<file path="src/rtl/core/otb_pkg.sv">
// Package for the one-shot timer bank: widths, opcodes and the command record
// passed from the front end through the queue to the execution back end.
// No dependencies.
package otb_pkg;

  localparam int unsigned TIMER_COUNT_DEF = 8;
  localparam int unsigned OPCODE_W        = 2;
  localparam int unsigned IDX_W           = 3;
  localparam int unsigned TICK_W          = 32;
  localparam int unsigned LEFT_W          = 31;
  localparam int unsigned QUEUE_DEPTH     = 2;

  typedef enum logic [OPCODE_W-1:0] {
    OP_TICK  = 2'd0,
    OP_START = 2'd1,
    OP_STOP  = 2'd2,
    OP_POLL  = 2'd3
  } op_e;

  // Classified request as it sits in the queue.
  typedef struct packed {
    op_e               op;
    logic              hit;       // index addresses an existing timer
    logic [IDX_W-1:0]  idx;
    logic [TICK_W-1:0] duration;
  } cmd_t;

endpackage

</file>
<file path="src/rtl/core/otb_if.sv">
// Handshake channels of the timer bank: request channel and result channel.
// Depends on otb_pkg for field widths.
interface otb_req_if;
  logic                          valid;
  logic                          ready;
  logic [otb_pkg::OPCODE_W-1:0]  opcode;
  logic [otb_pkg::IDX_W-1:0]     slot_sel;
  logic [otb_pkg::TICK_W-1:0]    duration;

  modport source (output valid, output opcode, output slot_sel, output duration,
                  input ready);
  modport sink   (input valid, input opcode, input slot_sel, input duration,
                  output ready);
endinterface

interface otb_res_if;
  logic                          valid;
  logic                          ready;
  logic [otb_pkg::LEFT_W-1:0]    ticks_to_go;
  logic [otb_pkg::TICK_W-1:0]    time_running;
  logic                          elapsed;
  logic                          fired;
  logic [otb_pkg::TICK_W-1:0]    next_deadline;

  modport source (output valid, output ticks_to_go, output time_running, output elapsed,
                  output fired, output next_deadline, input ready);
  modport sink   (input valid, input ticks_to_go, input time_running, input elapsed,
                  input fired, input next_deadline, output ready);
endinterface

</file>
<file path="src/rtl/core/otb_front.sv">
// Front end of the timer bank: takes requests and classifies them into commands.
// Depends on otb_pkg and otb_if.
module otb_front #(
  parameter int unsigned TIMER_COUNT = otb_pkg::TIMER_COUNT_DEF
) (
  otb_req_if.sink        req_i,
  output logic           push_valid_o,
  input  logic           push_ready_i,
  output otb_pkg::cmd_t  push_cmd_o
);

  assign req_i.ready  = push_ready_i;
  assign push_valid_o = req_i.valid;

  always_comb begin
    push_cmd_o          = '0;
    push_cmd_o.op       = otb_pkg::op_e'(req_i.opcode);
    push_cmd_o.idx      = req_i.slot_sel;
    // out-of-range index: tick still counts, everything else is a no-op
    push_cmd_o.hit      = (32'(req_i.slot_sel) < TIMER_COUNT);
    push_cmd_o.duration = req_i.duration;
  end

endmodule

</file>
<file path="src/rtl/core/otb_queue.sv">
// Short command queue between front and back end of the timer bank.
// Depends on otb_pkg.
module otb_queue (
  input  logic           clk_i,
  input  logic           rst_ni,
  input  logic           push_valid_i,
  output logic           push_ready_o,
  input  otb_pkg::cmd_t  push_cmd_i,
  output logic           pop_valid_o,
  input  logic           pop_ready_i,
  output otb_pkg::cmd_t  pop_cmd_o
);

  localparam int unsigned DEPTH = otb_pkg::QUEUE_DEPTH;
  localparam int unsigned PTR_W = (DEPTH > 1) ? $clog2(DEPTH) : 1;
  localparam int unsigned CNT_W = $clog2(DEPTH + 1);
  localparam logic [PTR_W-1:0] LAST_PTR = PTR_W'(DEPTH - 1);
  localparam logic [CNT_W-1:0] FULL_CNT = CNT_W'(DEPTH);

  otb_pkg::cmd_t      entry_q [DEPTH];
  logic [PTR_W-1:0]   wr_ptr_q, rd_ptr_q;
  logic [CNT_W-1:0]   cnt_q;
  logic               push, pop;

  assign push_ready_o = (cnt_q != FULL_CNT);
  assign pop_valid_o  = (cnt_q != '0);
  assign push         = push_valid_i && push_ready_o;
  assign pop          = pop_valid_o && pop_ready_i;
  assign pop_cmd_o    = entry_q[rd_ptr_q];

  always_ff @(posedge clk_i or negedge rst_ni) begin
    if (!rst_ni) begin
      wr_ptr_q <= '0;
      rd_ptr_q <= '0;
      cnt_q    <= '0;
    end else begin
      if (push) begin
        wr_ptr_q <= (wr_ptr_q == LAST_PTR) ? '0 : wr_ptr_q + 1'b1;
      end
      if (pop) begin
        rd_ptr_q <= (rd_ptr_q == LAST_PTR) ? '0 : rd_ptr_q + 1'b1;
      end
      if (push && !pop) begin
        cnt_q <= cnt_q + 1'b1;
      end else if (pop && !push) begin
        cnt_q <= cnt_q - 1'b1;
      end
    end
  end

  always_ff @(posedge clk_i) begin
    if (push) begin
      entry_q[wr_ptr_q] <= push_cmd_i;
    end
  end

endmodule

</file>
<file path="src/rtl/core/otb_back.sv">
// Back end of the timer bank: tick counter, timer memories, per-request update
// and the sequential walk for the earliest deadline. Depends on otb_pkg, otb_if.
module otb_back #(
  parameter int unsigned TIMER_COUNT = otb_pkg::TIMER_COUNT_DEF
) (
  input  logic           clk_i,
  input  logic           rst_ni,
  input  logic           cmd_valid_i,
  output logic           cmd_ready_o,
  input  otb_pkg::cmd_t  cmd_i,
  otb_res_if.source      res_o
);

  localparam int unsigned SLOT_W    = (TIMER_COUNT > 1) ? $clog2(TIMER_COUNT) : 1;
  localparam int unsigned IDX_EXT_W = (SLOT_W > otb_pkg::IDX_W) ? SLOT_W : otb_pkg::IDX_W;
  localparam int unsigned TW        = otb_pkg::TICK_W;
  localparam int unsigned LW        = otb_pkg::LEFT_W;
  localparam logic [SLOT_W-1:0] LAST_SLOT = SLOT_W'(TIMER_COUNT - 1);

  typedef enum logic [2:0] {
    S_IDLE,
    S_LOOK,
    S_SCAN,
    S_LAST,
    S_OUT
  } state_e;

  state_e                   state_q;
  logic [TW-1:0]            now_q;
  logic [TIMER_COUNT-1:0]   armed_q;
  logic [TIMER_COUNT-1:0]   wr_q;      // entry written since reset, else reads zero
  logic [SLOT_W-1:0]        cnt_q;
  logic                     cmp_vld_q;
  logic                     out_vld_q;

  logic [TW-1:0]            stamp_mem [TIMER_COUNT];
  logic [TW-1:0]            dl_mem    [TIMER_COUNT];

  otb_pkg::cmd_t            cur_q;
  logic                     wr_hit_q;
  logic [TW-1:0]            stamp_rd_q, dl_a_q, dl_b_q;
  logic [SLOT_W-1:0]        cmp_idx_q;
  logic [LW-1:0]            left_q;
  logic [TW-1:0]            running_q;
  logic                     el_q, fired_q;
  logic [TW-1:0]            best_q;
  logic [LW-1:0]            out_left_q;
  logic [TW-1:0]            out_running_q, out_next_q;
  logic                     out_el_q, out_fired_q;

  logic [IDX_EXT_W-1:0]     head_ext, cur_ext;
  logic [SLOT_W-1:0]        head_slot, cur_slot;
  logic                     pop, out_free, wr_en, disarm, fire, better;
  logic [TW-1:0]            stamp_v, dl_v, diff;
  logic [LW-1:0]            left_raw;
  logic                     el_raw;

  assign head_ext  = IDX_EXT_W'(cmd_i.idx);
  assign cur_ext   = IDX_EXT_W'(cur_q.idx);
  assign head_slot = head_ext[SLOT_W-1:0];
  assign cur_slot  = cur_ext[SLOT_W-1:0];

  assign cmd_ready_o = (state_q == S_IDLE);
  assign pop         = cmd_valid_i && cmd_ready_o;
  assign out_free    = !out_vld_q || res_o.ready;

  // per-request evaluation, all operands registered
  always_comb begin
    stamp_v  = wr_hit_q ? stamp_rd_q : '0;
    dl_v     = wr_hit_q ? dl_a_q : '0;
    // a start makes deadline - now equal to the duration itself
    diff     = (cur_q.op == otb_pkg::OP_START) ? cur_q.duration : dl_v - now_q;
    left_raw = diff[TW-1] ? '0 : diff[LW-1:0];
    el_raw   = (left_raw == '0);
    fire     = cur_q.hit && (cur_q.op == otb_pkg::OP_POLL) && el_raw && armed_q[cur_slot];
    wr_en    = (state_q == S_LOOK) && cur_q.hit && (cur_q.op == otb_pkg::OP_START);
    disarm   = cur_q.hit && ((cur_q.op == otb_pkg::OP_STOP) || fire);
    better   = cmp_vld_q && armed_q[cmp_idx_q] && (dl_b_q < best_q);
  end

  always_ff @(posedge clk_i or negedge rst_ni) begin
    if (!rst_ni) begin
      state_q   <= S_IDLE;
      now_q     <= '0;
      armed_q   <= '0;
      wr_q      <= '0;
      cnt_q     <= '0;
      cmp_vld_q <= 1'b0;
      out_vld_q <= 1'b0;
    end else begin
      unique case (state_q)
        S_IDLE: begin
          if (pop) begin
            if (cmd_i.op == otb_pkg::OP_TICK) begin
              now_q <= now_q + 1'b1;
            end
            state_q <= S_LOOK;
          end
        end
        S_LOOK: begin
          if (wr_en) begin
            armed_q[cur_slot] <= 1'b1;
            wr_q[cur_slot]    <= 1'b1;
          end else if (disarm) begin
            armed_q[cur_slot] <= 1'b0;
          end
          cnt_q     <= '0;
          cmp_vld_q <= 1'b0;
          state_q   <= S_SCAN;
        end
        S_SCAN: begin
          cmp_vld_q <= 1'b1;
          if (cnt_q == LAST_SLOT) begin
            state_q <= S_LAST;
          end else begin
            cnt_q <= cnt_q + 1'b1;
          end
        end
        S_LAST: begin
          cmp_vld_q <= 1'b0;
          state_q   <= S_OUT;
        end
        S_OUT: begin
          if (out_free) begin
            state_q <= S_IDLE;
          end
        end
        default: begin
          state_q <= S_IDLE;
        end
      endcase

      if ((state_q == S_OUT) && out_free) begin
        out_vld_q <= 1'b1;
      end else if (res_o.ready) begin
        out_vld_q <= 1'b0;
      end
    end
  end

  // timer memories: port A reads the addressed timer, port B walks the bank
  always_ff @(posedge clk_i) begin
    if (pop) begin
      stamp_rd_q <= stamp_mem[head_slot];
      dl_a_q     <= dl_mem[head_slot];
    end
    if (state_q == S_SCAN) begin
      dl_b_q <= dl_mem[cnt_q];
    end
    if (wr_en) begin
      stamp_mem[cur_slot] <= now_q;
      dl_mem[cur_slot]    <= now_q + cur_q.duration;
    end
  end

  always_ff @(posedge clk_i) begin
    if (pop) begin
      cur_q    <= cmd_i;
      wr_hit_q <= wr_q[head_slot];
    end
    if (state_q == S_LOOK) begin
      left_q    <= cur_q.hit ? left_raw : '0;
      running_q <= (!cur_q.hit || (cur_q.op == otb_pkg::OP_START)) ? '0 : now_q - stamp_v;
      el_q      <= cur_q.hit && el_raw;
      fired_q   <= fire;
      best_q    <= '1;
    end else if (better) begin
      best_q <= dl_b_q;
    end
    if (state_q == S_SCAN) begin
      cmp_idx_q <= cnt_q;
    end
    if ((state_q == S_OUT) && out_free) begin
      out_left_q    <= left_q;
      out_running_q <= running_q;
      out_el_q      <= el_q;
      out_fired_q   <= fired_q;
      out_next_q    <= best_q;
    end
  end

  assign res_o.valid         = out_vld_q;
  assign res_o.ticks_to_go   = out_left_q;
  assign res_o.time_running  = out_running_q;
  assign res_o.elapsed       = out_el_q;
  assign res_o.fired         = out_fired_q;
  assign res_o.next_deadline = out_next_q;

  a_armed_written: assert property (@(posedge clk_i) disable iff (!rst_ni)
    (armed_q & ~wr_q) == '0)
    else $error("armed timer without written deadline");

  a_look_after_pop: assert property (@(posedge clk_i) disable iff (!rst_ni)
    (state_q == S_LOOK) |-> $past(pop))
    else $error("update step without a popped command");

  a_fired_elapsed: assert property (@(posedge clk_i) disable iff (!rst_ni)
    (out_vld_q && out_fired_q) |-> out_el_q)
    else $error("fired result that is not elapsed");

  a_now_on_tick: assert property (@(posedge clk_i) disable iff (!rst_ni)
    !$stable(now_q) |-> $past(pop && (cmd_i.op == otb_pkg::OP_TICK)))
    else $error("tick counter moved without a tick request");

endmodule

</file>
<file path="src/rtl/core/one_shot_timer_bank.sv">
// One-shot timer bank top level: front end, command queue, execution back end.
// The back end runs one command at a time and takes the next only after the result
//   is loaded, as it walks every timer's deadline once through a memory read port.
// Reset (async, active low): tick counter zero, all timers stopped, all stored
//   start stamps and deadlines read as zero until written. No clearing pass.
module one_shot_timer_bank #(
  parameter int unsigned TIMER_COUNT = otb_pkg::TIMER_COUNT_DEF
) (
  input  logic       clk_i,
  input  logic       rst_ni,
  otb_req_if.sink    req_i,
  otb_res_if.source  res_o
);

  // Front end -> queue
  logic           push_valid, push_ready;
  otb_pkg::cmd_t  push_cmd;

  // Queue -> back end
  logic           pop_valid, pop_ready;
  otb_pkg::cmd_t  pop_cmd;

  // Front end: checks the timer index against the bank size and packs the
  // request into a command. Requests are taken whenever the queue has room,
  // so a waiting result never blocks the input side by itself.
  otb_front #(
    .TIMER_COUNT (TIMER_COUNT)
  ) u_front (
    .req_i        (req_i),
    .push_valid_o (push_valid),
    .push_ready_i (push_ready),
    .push_cmd_o   (push_cmd)
  );

  // Two-entry command queue decouples request intake from execution.
  otb_queue u_queue (
    .clk_i        (clk_i),
    .rst_ni       (rst_ni),
    .push_valid_i (push_valid),
    .push_ready_o (push_ready),
    .push_cmd_i   (push_cmd),
    .pop_valid_o  (pop_valid),
    .pop_ready_i  (pop_ready),
    .pop_cmd_o    (pop_cmd)
  );

  // Back end sequence per command:
  //   pop    - tick bumps the counter, addressed timer read from memory
  //   update - start/stop/poll applied, time left / running computed
  //   walk   - TIMER_COUNT reads of the deadline memory plus one compare
  //            step, minimum kept over armed timers (all ones if none)
  //   output - result loaded into the output register once it is free
  otb_back #(
    .TIMER_COUNT (TIMER_COUNT)
  ) u_back (
    .clk_i       (clk_i),
    .rst_ni      (rst_ni),
    .cmd_valid_i (pop_valid),
    .cmd_ready_o (pop_ready),
    .cmd_i       (pop_cmd),
    .res_o       (res_o)
  );

endmodule

</file>
<file path="src/flat_wrapper.sv">
// flat-port wrapper written by rule: the top's interface ports become plain ports
module one_shot_timer_bank_flat 
#(
  parameter int unsigned TIMER_COUNT = otb_pkg::TIMER_COUNT_DEF
)
  (clk_i, rst_ni, req_i_valid, req_i_opcode, req_i_slot_sel, req_i_duration, req_i_ready, res_o_valid, res_o_ticks_to_go, res_o_time_running, res_o_elapsed, res_o_fired, res_o_next_deadline, res_o_ready);
  otb_req_if req_i_i ();
  otb_res_if res_o_i ();
  input  logic clk_i;
  input  logic rst_ni;
  input wire logic [$bits(req_i_i.valid)-1:0] req_i_valid;
  input wire logic [$bits(req_i_i.opcode)-1:0] req_i_opcode;
  input wire logic [$bits(req_i_i.slot_sel)-1:0] req_i_slot_sel;
  input wire logic [$bits(req_i_i.duration)-1:0] req_i_duration;
  output wire logic [$bits(req_i_i.ready)-1:0] req_i_ready;
  output wire logic [$bits(res_o_i.valid)-1:0] res_o_valid;
  output wire logic [$bits(res_o_i.ticks_to_go)-1:0] res_o_ticks_to_go;
  output wire logic [$bits(res_o_i.time_running)-1:0] res_o_time_running;
  output wire logic [$bits(res_o_i.elapsed)-1:0] res_o_elapsed;
  output wire logic [$bits(res_o_i.fired)-1:0] res_o_fired;
  output wire logic [$bits(res_o_i.next_deadline)-1:0] res_o_next_deadline;
  input wire logic [$bits(res_o_i.ready)-1:0] res_o_ready;
  assign req_i_i.valid = req_i_valid;
  assign req_i_i.opcode = req_i_opcode;
  assign req_i_i.slot_sel = req_i_slot_sel;
  assign req_i_i.duration = req_i_duration;
  assign req_i_ready = req_i_i.ready;
  assign res_o_valid = res_o_i.valid;
  assign res_o_ticks_to_go = res_o_i.ticks_to_go;
  assign res_o_time_running = res_o_i.time_running;
  assign res_o_elapsed = res_o_i.elapsed;
  assign res_o_fired = res_o_i.fired;
  assign res_o_next_deadline = res_o_i.next_deadline;
  assign res_o_i.ready = res_o_ready;
  one_shot_timer_bank #(.TIMER_COUNT(TIMER_COUNT)) u_core (.clk_i(clk_i), .rst_ni(rst_ni), .req_i(req_i_i), .res_o(res_o_i));
endmodule
</file>
<file path="config.mk">
export PLATFORM = sky130hd
export DESIGN_NAME = one_shot_timer_bank_flat
export DESIGN_NICKNAME = d
export VERILOG_FILES = /design/src/rtl/core/otb_pkg.sv /design/src/rtl/core/otb_if.sv /design/src/rtl/core/otb_front.sv /design/src/rtl/core/otb_queue.sv /design/src/rtl/core/otb_back.sv /design/src/rtl/core/one_shot_timer_bank.sv /design/src/flat_wrapper.sv
export SDC_FILE = /design/constraint.sdc
export NUM_CORES = 1
export LEC_CHECK = 0
export BUFFER_PORTS_ARGS = -buffer_cell sky130_fd_sc_hd__buf_2
export CAP_MARGIN = 10
export CORE_MARGIN = 5
export CORE_UTILIZATION = 40
export CTS_CLUSTER_SIZE = 12
export DETAILED_ROUTE_END_ITERATION = 10
export GPL_TIMING_DRIVEN = 0
export PLACE_DENSITY = 0.55
export REMOVE_ABC_BUFFERS = 1
export SLEW_MARGIN = 15
export SYNTH_ARGS = -nofsm -noshare
export SYNTH_HDL_FRONTEND = slang
export SYNTH_SLANG_ARGS = --single-unit
</file>
<file path="constraint.sdc">
create_clock -name clk_i -period 9.4 [get_ports clk_i]
set_input_delay 0.94 -clock clk_i [delete_from_list [all_inputs] [get_ports clk_i]]
set_output_delay 0.94 -clock clk_i [all_outputs]
set_load 0.01 [all_outputs]
</file>
After elaboration in Yosys (flattened, before gate mapping)
Memory sizes are Yosys's and may differ from the RTL's. A register that Yosys moved wholly into a read port is not among the register bits.
Cells that the tools add are included.
{"block": "word_totals", "reg_bits": 296, "ramBits": 586, "wordCells": 128, "n_memories": 3}
{"memory": "u_core.u_back.dl_mem", "depth": 8, "width": 32, "rd": 2, "rd_ports_with_merged_regs": 2, "wr": 1, "line_no": "otb_back.sv:37", "rtl": "logic [TW-1:0] dl_mem [TIMER_COUNT];"}
{"memory": "u_core.u_back.stamp_mem", "depth": 8, "width": 32, "rd": 1, "rd_ports_with_merged_regs": 1, "wr": 1, "line_no": "otb_back.sv:36", "rtl": "logic [TW-1:0] stamp_mem [TIMER_COUNT];"}
{"memory": "u_core.u_queue.entry_q", "depth": 2, "width": 37, "rd": 1, "rd_ports_with_merged_regs": 0, "wr": 1, "line_no": "otb_queue.sv:20", "rtl": "otb_pkg::cmd_t entry_q [DEPTH];"}
{"block": "op_classes", "n_addsub": 9, "n_lt_le_gt_ge": 5, "eq_ne": 13, "muxes": 31, "n_bitwise": 4, "reduce_logical": 37}
{"operator": "32-bit two-way mux", "n": 3}
{"operator": "32-bit subtractor", "n": 2}
{"operator": "32-bit by 1-bit adder with 32-bit output, second input constant", "n": 1}
{"operator": "32-bit adder", "n": 1}
{"operator": "32-bit less-than comparator", "n": 1}
{"operator": "31-bit zero test", "n": 1}
{"operator": "31-bit two-way mux", "n": 1}
{"operator": "8-bit two-way mux", "n": 2}
{"operator": "8-bit OR", "n": 2}
{"operator": "1-bit logical AND", "n": 15}
{"operator": "3-bit one-hot mux with 5 select lines", "n": 1}
{"operator": "3-bit by 4-bit less-than comparator with 1-bit output, second input constant", "n": 3}
{"operator": "1-bit two-way mux", "n": 12}
{"operator": "3-bit two-way mux", "n": 4}
{"operator": "2-bit nonzero test", "n": 6}
{"operator": "1-bit binary-select mux with 3-bit select", "n": 3}
{"operator": "8-bit AND", "n": 1}
{"operator": "2-bit inequality test, second input constant", "n": 4}
{"operator": "8-bit inverter", "n": 1}
{"operator": "3-bit by 2-bit == test with 1-bit output, second input constant", "n": 2}
{"operator": "3-bit == test, second input constant", "n": 2}
{"operator": "3-bit one-hot mux with 2 select lines", "n": 1}
{"operator": "2-bit AND reduction", "n": 3}
{"operator": "3-bit AND reduction", "n": 2}
{"operator": "other kinds (17)", "n": 25}

Depth between registers and ports, before layout
{"block": "logic_depth", "depth_word": 11, "ltp_mapped": 16, "ltp_nobuf": 14}

Hierarchy
A second synthesis with hierarchy kept.
{"block": "unflattened", "hier_cells": 2811, "area_unflattened_um2": 44228.7}
{"module": "otb_back", "n_inst": 1, "cells_per_inst": 2634, "area_per_inst_um2": 40941.8}
{"module": "otb_queue", "n_inst": 1, "cells_per_inst": 136, "area_per_inst_um2": 2982.9}
{"module": "otb_front", "n_inst": 1, "cells_per_inst": 41, "area_per_inst_um2": 304.0}

Worst setup path before layout
No wires, ideal clock.
{"block": "synth_path", "path_type": "reg2reg", "startpoint": "reg u_core.u_back.state_q[2]", "endpoint": "reg u_core.u_back.wr_q[1]", "setup_time_ns": 0.092, "t_arrival_ns": 7.396, "required_ns": 9.308, "slack_ns": 1.912, "stages_incl_launch_ff": 7, "synth_period_minus_slack_ns": 7.488, "path_cell_list": "dfrtp_1 nor2b_1 nand2b_1 inv_1 nand2_1 nor3_1 or2_2"}
{"block": "synth_via", "elab_chain_cells": 4}
{"element": "start, declared", "line_no": "otb_back.sv:28", "rtl": "state_e state_q;"}
{"element": "start signal, assigned", "line_no": "otb_back.sv:83", "rtl": "state_q <= S_IDLE;"}
{"element": "start signal, assigned", "line_no": "otb_back.sv:97", "rtl": "state_q <= S_LOOK;"}
{"element": "start signal, assigned", "line_no": "otb_back.sv:109", "rtl": "state_q <= S_SCAN;"}
{"element": "3-bit by 1-bit == test with 1-bit output *", "line_no": "otb_back.sv:76, otb_back.sv:91"}
{"element": "1-bit logical AND (2 in a row)", "line_no": "otb_back.sv:76", "rtl": "wr_en = (state_q == S_LOOK) && cur_q.hit && (cur_q.op == otb_pkg::OP_START);"}
{"element": "2-bit AND reduction (no line) *"}
{"element": "end signal, assigned", "line_no": "otb_back.sv:86", "rtl": "wr_q <= '0;"}
{"element": "end signal, assigned by index", "line_no": "otb_back.sv:103", "rtl": "wr_q[cur_slot] <= 1'b1;"}
{"element": "end, declared", "line_no": "otb_back.sv:31", "rtl": "logic [TIMER_COUNT-1:0] wr_q;"}
Every way passes the cells marked *; elsewhere a longest branch is shown, timed or not.
A chain may end at the register's enable or synchronous reset.

==> flow_summary_export.csv <==
group,metric,value,unit
setup_path,rr_worst_depth,16,
place,post_dp_cell_area,48200,um^2
outcome,status,"finished clean",
route,viasPerCell,5.34,
route,drc,0,
floorplanning,die_area,117000,um^2
setup_path,worstPathArrival,6.32,ns
pwr,swShare,37.5,%
grt,grtUsageMet2,31.6,%
grt,grt_util_met1,26.5,%
worst_hold_path,hp-class,"primary input to async pin",
clocking,post-cts-setup-buffers,0,
route,dr_total_vias,28369,
pwr,clock_power_share,21.8,%
setup_path,cp_cell_sequence,"buf_8 -> buf_8 -> nand2_1 -> ha_1 -> fa_1 -> and2b_1 -> o31ai_4 -> a21oi_1 -> o21ai_0 -> a31oi_1 -> o2111ai_1 -> a2111o_1 -> nor4_1 -> and4b_4 -> a31o_1 -> a31oi_1",
clocking,clkSinkCount,977,
clocking,cts_root_buf,"clkbuf_16",
grt,grt_max_degree,128,
clocking,cts-resized-gates,0,
floorplanning,start_util,40.1,%
timing,min_period,5.78,ns
setup_path,critical_path_class,"register to register",
timing,slew_headroom,32.4,%
clocking,cts.path.max_buffers,3,
timing,clock_skew,0.0208,ns
grt,grt_pass1_vias,28166,
layout,area.growth.synth_to_final,16.6,%
synth,ys_seq_area_share,65.0,%
grt,grt-busiest-layer,"met2",
synth,synth_top_cell_by_area,"edfxtp_1",
pwr,p_int,11.3,mW
floorplanning,coreArea,110000,um^2
clocking,tritoncts,"done",
synth,syn_avg_cell_area,12.4,um^2
timing,worst_slack,3.62,ns
grt,antenna_found_initial,10,
layout,drive_above_1_share,15.2,%
timing,fin_crit_sh,61.4,%
pwr,total_power,18.0,mW
floorplanning,rows,122,
clocking,cts_made_buffers,104,
timing,final_hold_viol_count,0,
setup_path,slowest_stage,"edfxtp_1",
place,dp_hpwl,79300,um
grt,grt_pass1_wl,173000,um
synth,synth_top_area_share,60.1,%
pwr,pwr-share-seq,37.6,%
layout,final_area,51500,um^2
grt,gr-total-overflow,0,
pwr,power_leakage,19.1,nW
setup_path,worst_setup_path_start_kind,"register",
place,portBuffers,139,
pwr,power_frac_comb,40.6,%
place,gp_congestion,0.892,
clocking,clk_latency,0.69,ns
setup_path,critPathMaxFanout,20,
floorplanning,ios,140,
synth,synth_seq_cells,977,
synth,ys.flop_type,"edfxtp_1",
synth,syn_inst,3555,
layout,fillers,9882,
synth,ys_types,85,
timing,tightest_slew,1.01,ns
synth,synth_area,44200,um^2
timing,rsz0062_at_grt,"no",
pwr,ir_drop,0.239,mV
setup_path,required,9.95,ns
synth,yosys-top-cells-area,"edfxtp_1, nand2_1, nand3_1",
grt,use_met3,3.13,%
route,post_drt_wl_per_cell,21.6,um
route,routed_wl,115000,um
setup_path,end_kind,"register",
route,ant_nets,0,
timing,slew_violations,0,
setup_path,reg2reg_slack,3.62,ns
layout,fin_util,46.7,%
route,drt_iter0_markers,2405,
synth,ys_warn_count,0,
setup_path,slowest_delay,0.87,ns
setup_path,rr_startpoint,"u_core.u_back.wr_hit_q$_DFFE_PP_",
pwr,power.density,350,nW/um^2
grt,grt_use_total,19.4,%
timing,clock.fmax,173,MHz
synth,synth_edf_count,885,
floorplanning,die_x,342,um
timing,hold_ws,0.218,ns
timing,setup_viol,0,
job,cap_viol_max_count,0,
pwr,p_switching,6.77,mW
synth,async_flop_share,6.14,%
clocking,h-tree-depth,3,
clocking,ctsHoldBuffers,0,
floorplanning,die_h,342,um
route,first_pass_iters,6,
clocking,cts.clk_slew.worst_paths,0.06,ns
place,pre_cts_slack,3.80,ns
layout,layout.nets,3917,
-- sequential cells by signal, summed over array words and instances (netlist names), 34 cells and up, named ones only --
| name | count |
|---|---|
| u_core.u_back.dl_mem | 256 |
| u_core.u_back.stamp_mem | 256 |
| u_core.u_queue.entry_q | 74 |
| u_core.u_back.cur_q | 34 |
-- placed cells by master, fill, tap and decap left out, types with 98 or more instances in the layout --
cell type / Yosys / routed
inv_1: 101 / 98
edfxtp_1: 885 / 885
o21ai_0: 131 / 131
a21oi_1: 106 / 105
nand3_1: 361 / 361
buf_2: 6 / 138
nand2_1: 760 / 760
nor2_1: 121 / 118
ha_1: 132 / 132
clkbuf_16: 0 / 106
-- critical path: cells and delay by family (launching register included) --
kind	cells	cell delay [ns]
adder cells (fa/ha/maj)	2	0.64
flip-flops	1	0.87
buffers and inverters	2	0.48
AO/OA/AOI/OAI	8	2.12
AND/OR/NAND/NOR	4	1.49
-- synth_stat cells, drive strengths merged, types with 60 or more instances --
cell type,count
edfxtp,885
nand2,760
nand3,361
clkbuf,137
o21ai,136
ha,132
nor2,123
a21oi,106
inv,102
xnor2,74
mux2,68
mux4,66
dfrtp,60
-- area by class of cell --
type                       count  area [um^2]  share of cell area (%)
tap                         1488         1860                    3.61
sequential                   977        28700                    55.8
clock inverter                42          345                   0.670
timing repair buffer         249         2660                    5.16
clock buffer                 147         2920                    5.66
multi-input combinational   2306        14600                    28.3
antenna                        3         7.51                  0.0146
inverter                     103          407                   0.790
-- logic make-up (layout without fill, tap and decap cells) --
logic type,after synthesis,count (layout),synth area share (%)
AOI/OAI and AO/OA,460,460,6.66
xor gates and xnor gates,99,99,1.98
adders and majority gates,135,135,3.87
buffers and inverters,272,541,2.34
DFF,977,977,65.0
muxes,145,145,5.35
other,0,3,0
and+or+nand+nor,1467,1467,14.8
-- worst max-delay path by stage --
| stage | startpoint | endpoint | slack [ns] | cells past startpoint |
|---|---|---|---|---|
| after floorplan | u_core.u_queue.rd_ptr_q$_DFFE_PN0P_ | u_core.u_back.dl_a_q[0]$_DFFE_PP_ | -10.78 | 6 |
| after global placement | u_core.u_queue.rd_ptr_q$_DFFE_PN0P_ | u_core.u_back.dl_a_q[25]$_DFFE_PP_ | -34.26 | 6 |
| after detailed placement | u_core.u_back.wr_hit_q$_DFFE_PP_ | register | 3.80 | 16 |
| after CTS | u_core.u_back.wr_hit_q$_DFFE_PP_ | register | 3.79 | 16 |
| after global routing | u_core.u_back.wr_hit_q$_DFFE_PP_ | register | 3.47 | 16 |
| final | u_core.u_back.wr_hit_q$_DFFE_PP_ | register | 3.62 | 16 |
-- per-stage QoR --
stage,TNS [ns],cells
detailed placement,0,5123
CTS,0,5312
floorplan,-712.61,3386
global route,0,5314
finish,0,5315
global placement,-4169.51,5013
-- power by group through the flow --
| stage | clock [mW] | combinational, mW | sequential, mW |
|---|---|---|---|
| global route | 4.21 | 8.07 | 6.86 |
| CTS | 4.03 | 7.36 | 6.79 |
| detailed placement | 0 | 7.33 | 6.87 |
| floorplan | 0 | 4.87 | 6.73 |
| finish | 3.93 | 7.33 | 6.78 |
| global placement | 0 | 6.97 | 7.12 |
-- layer usage --
layer	vias to the layer above	share of wire, %	wire length (um)
li1	13437	-	-
met1	13976	44	50300
met2	765	47	54600
met3	191	5.7	6520
met4	0	3.1	3580
met5	-	0	0
(Power assumes the default switching activity.)
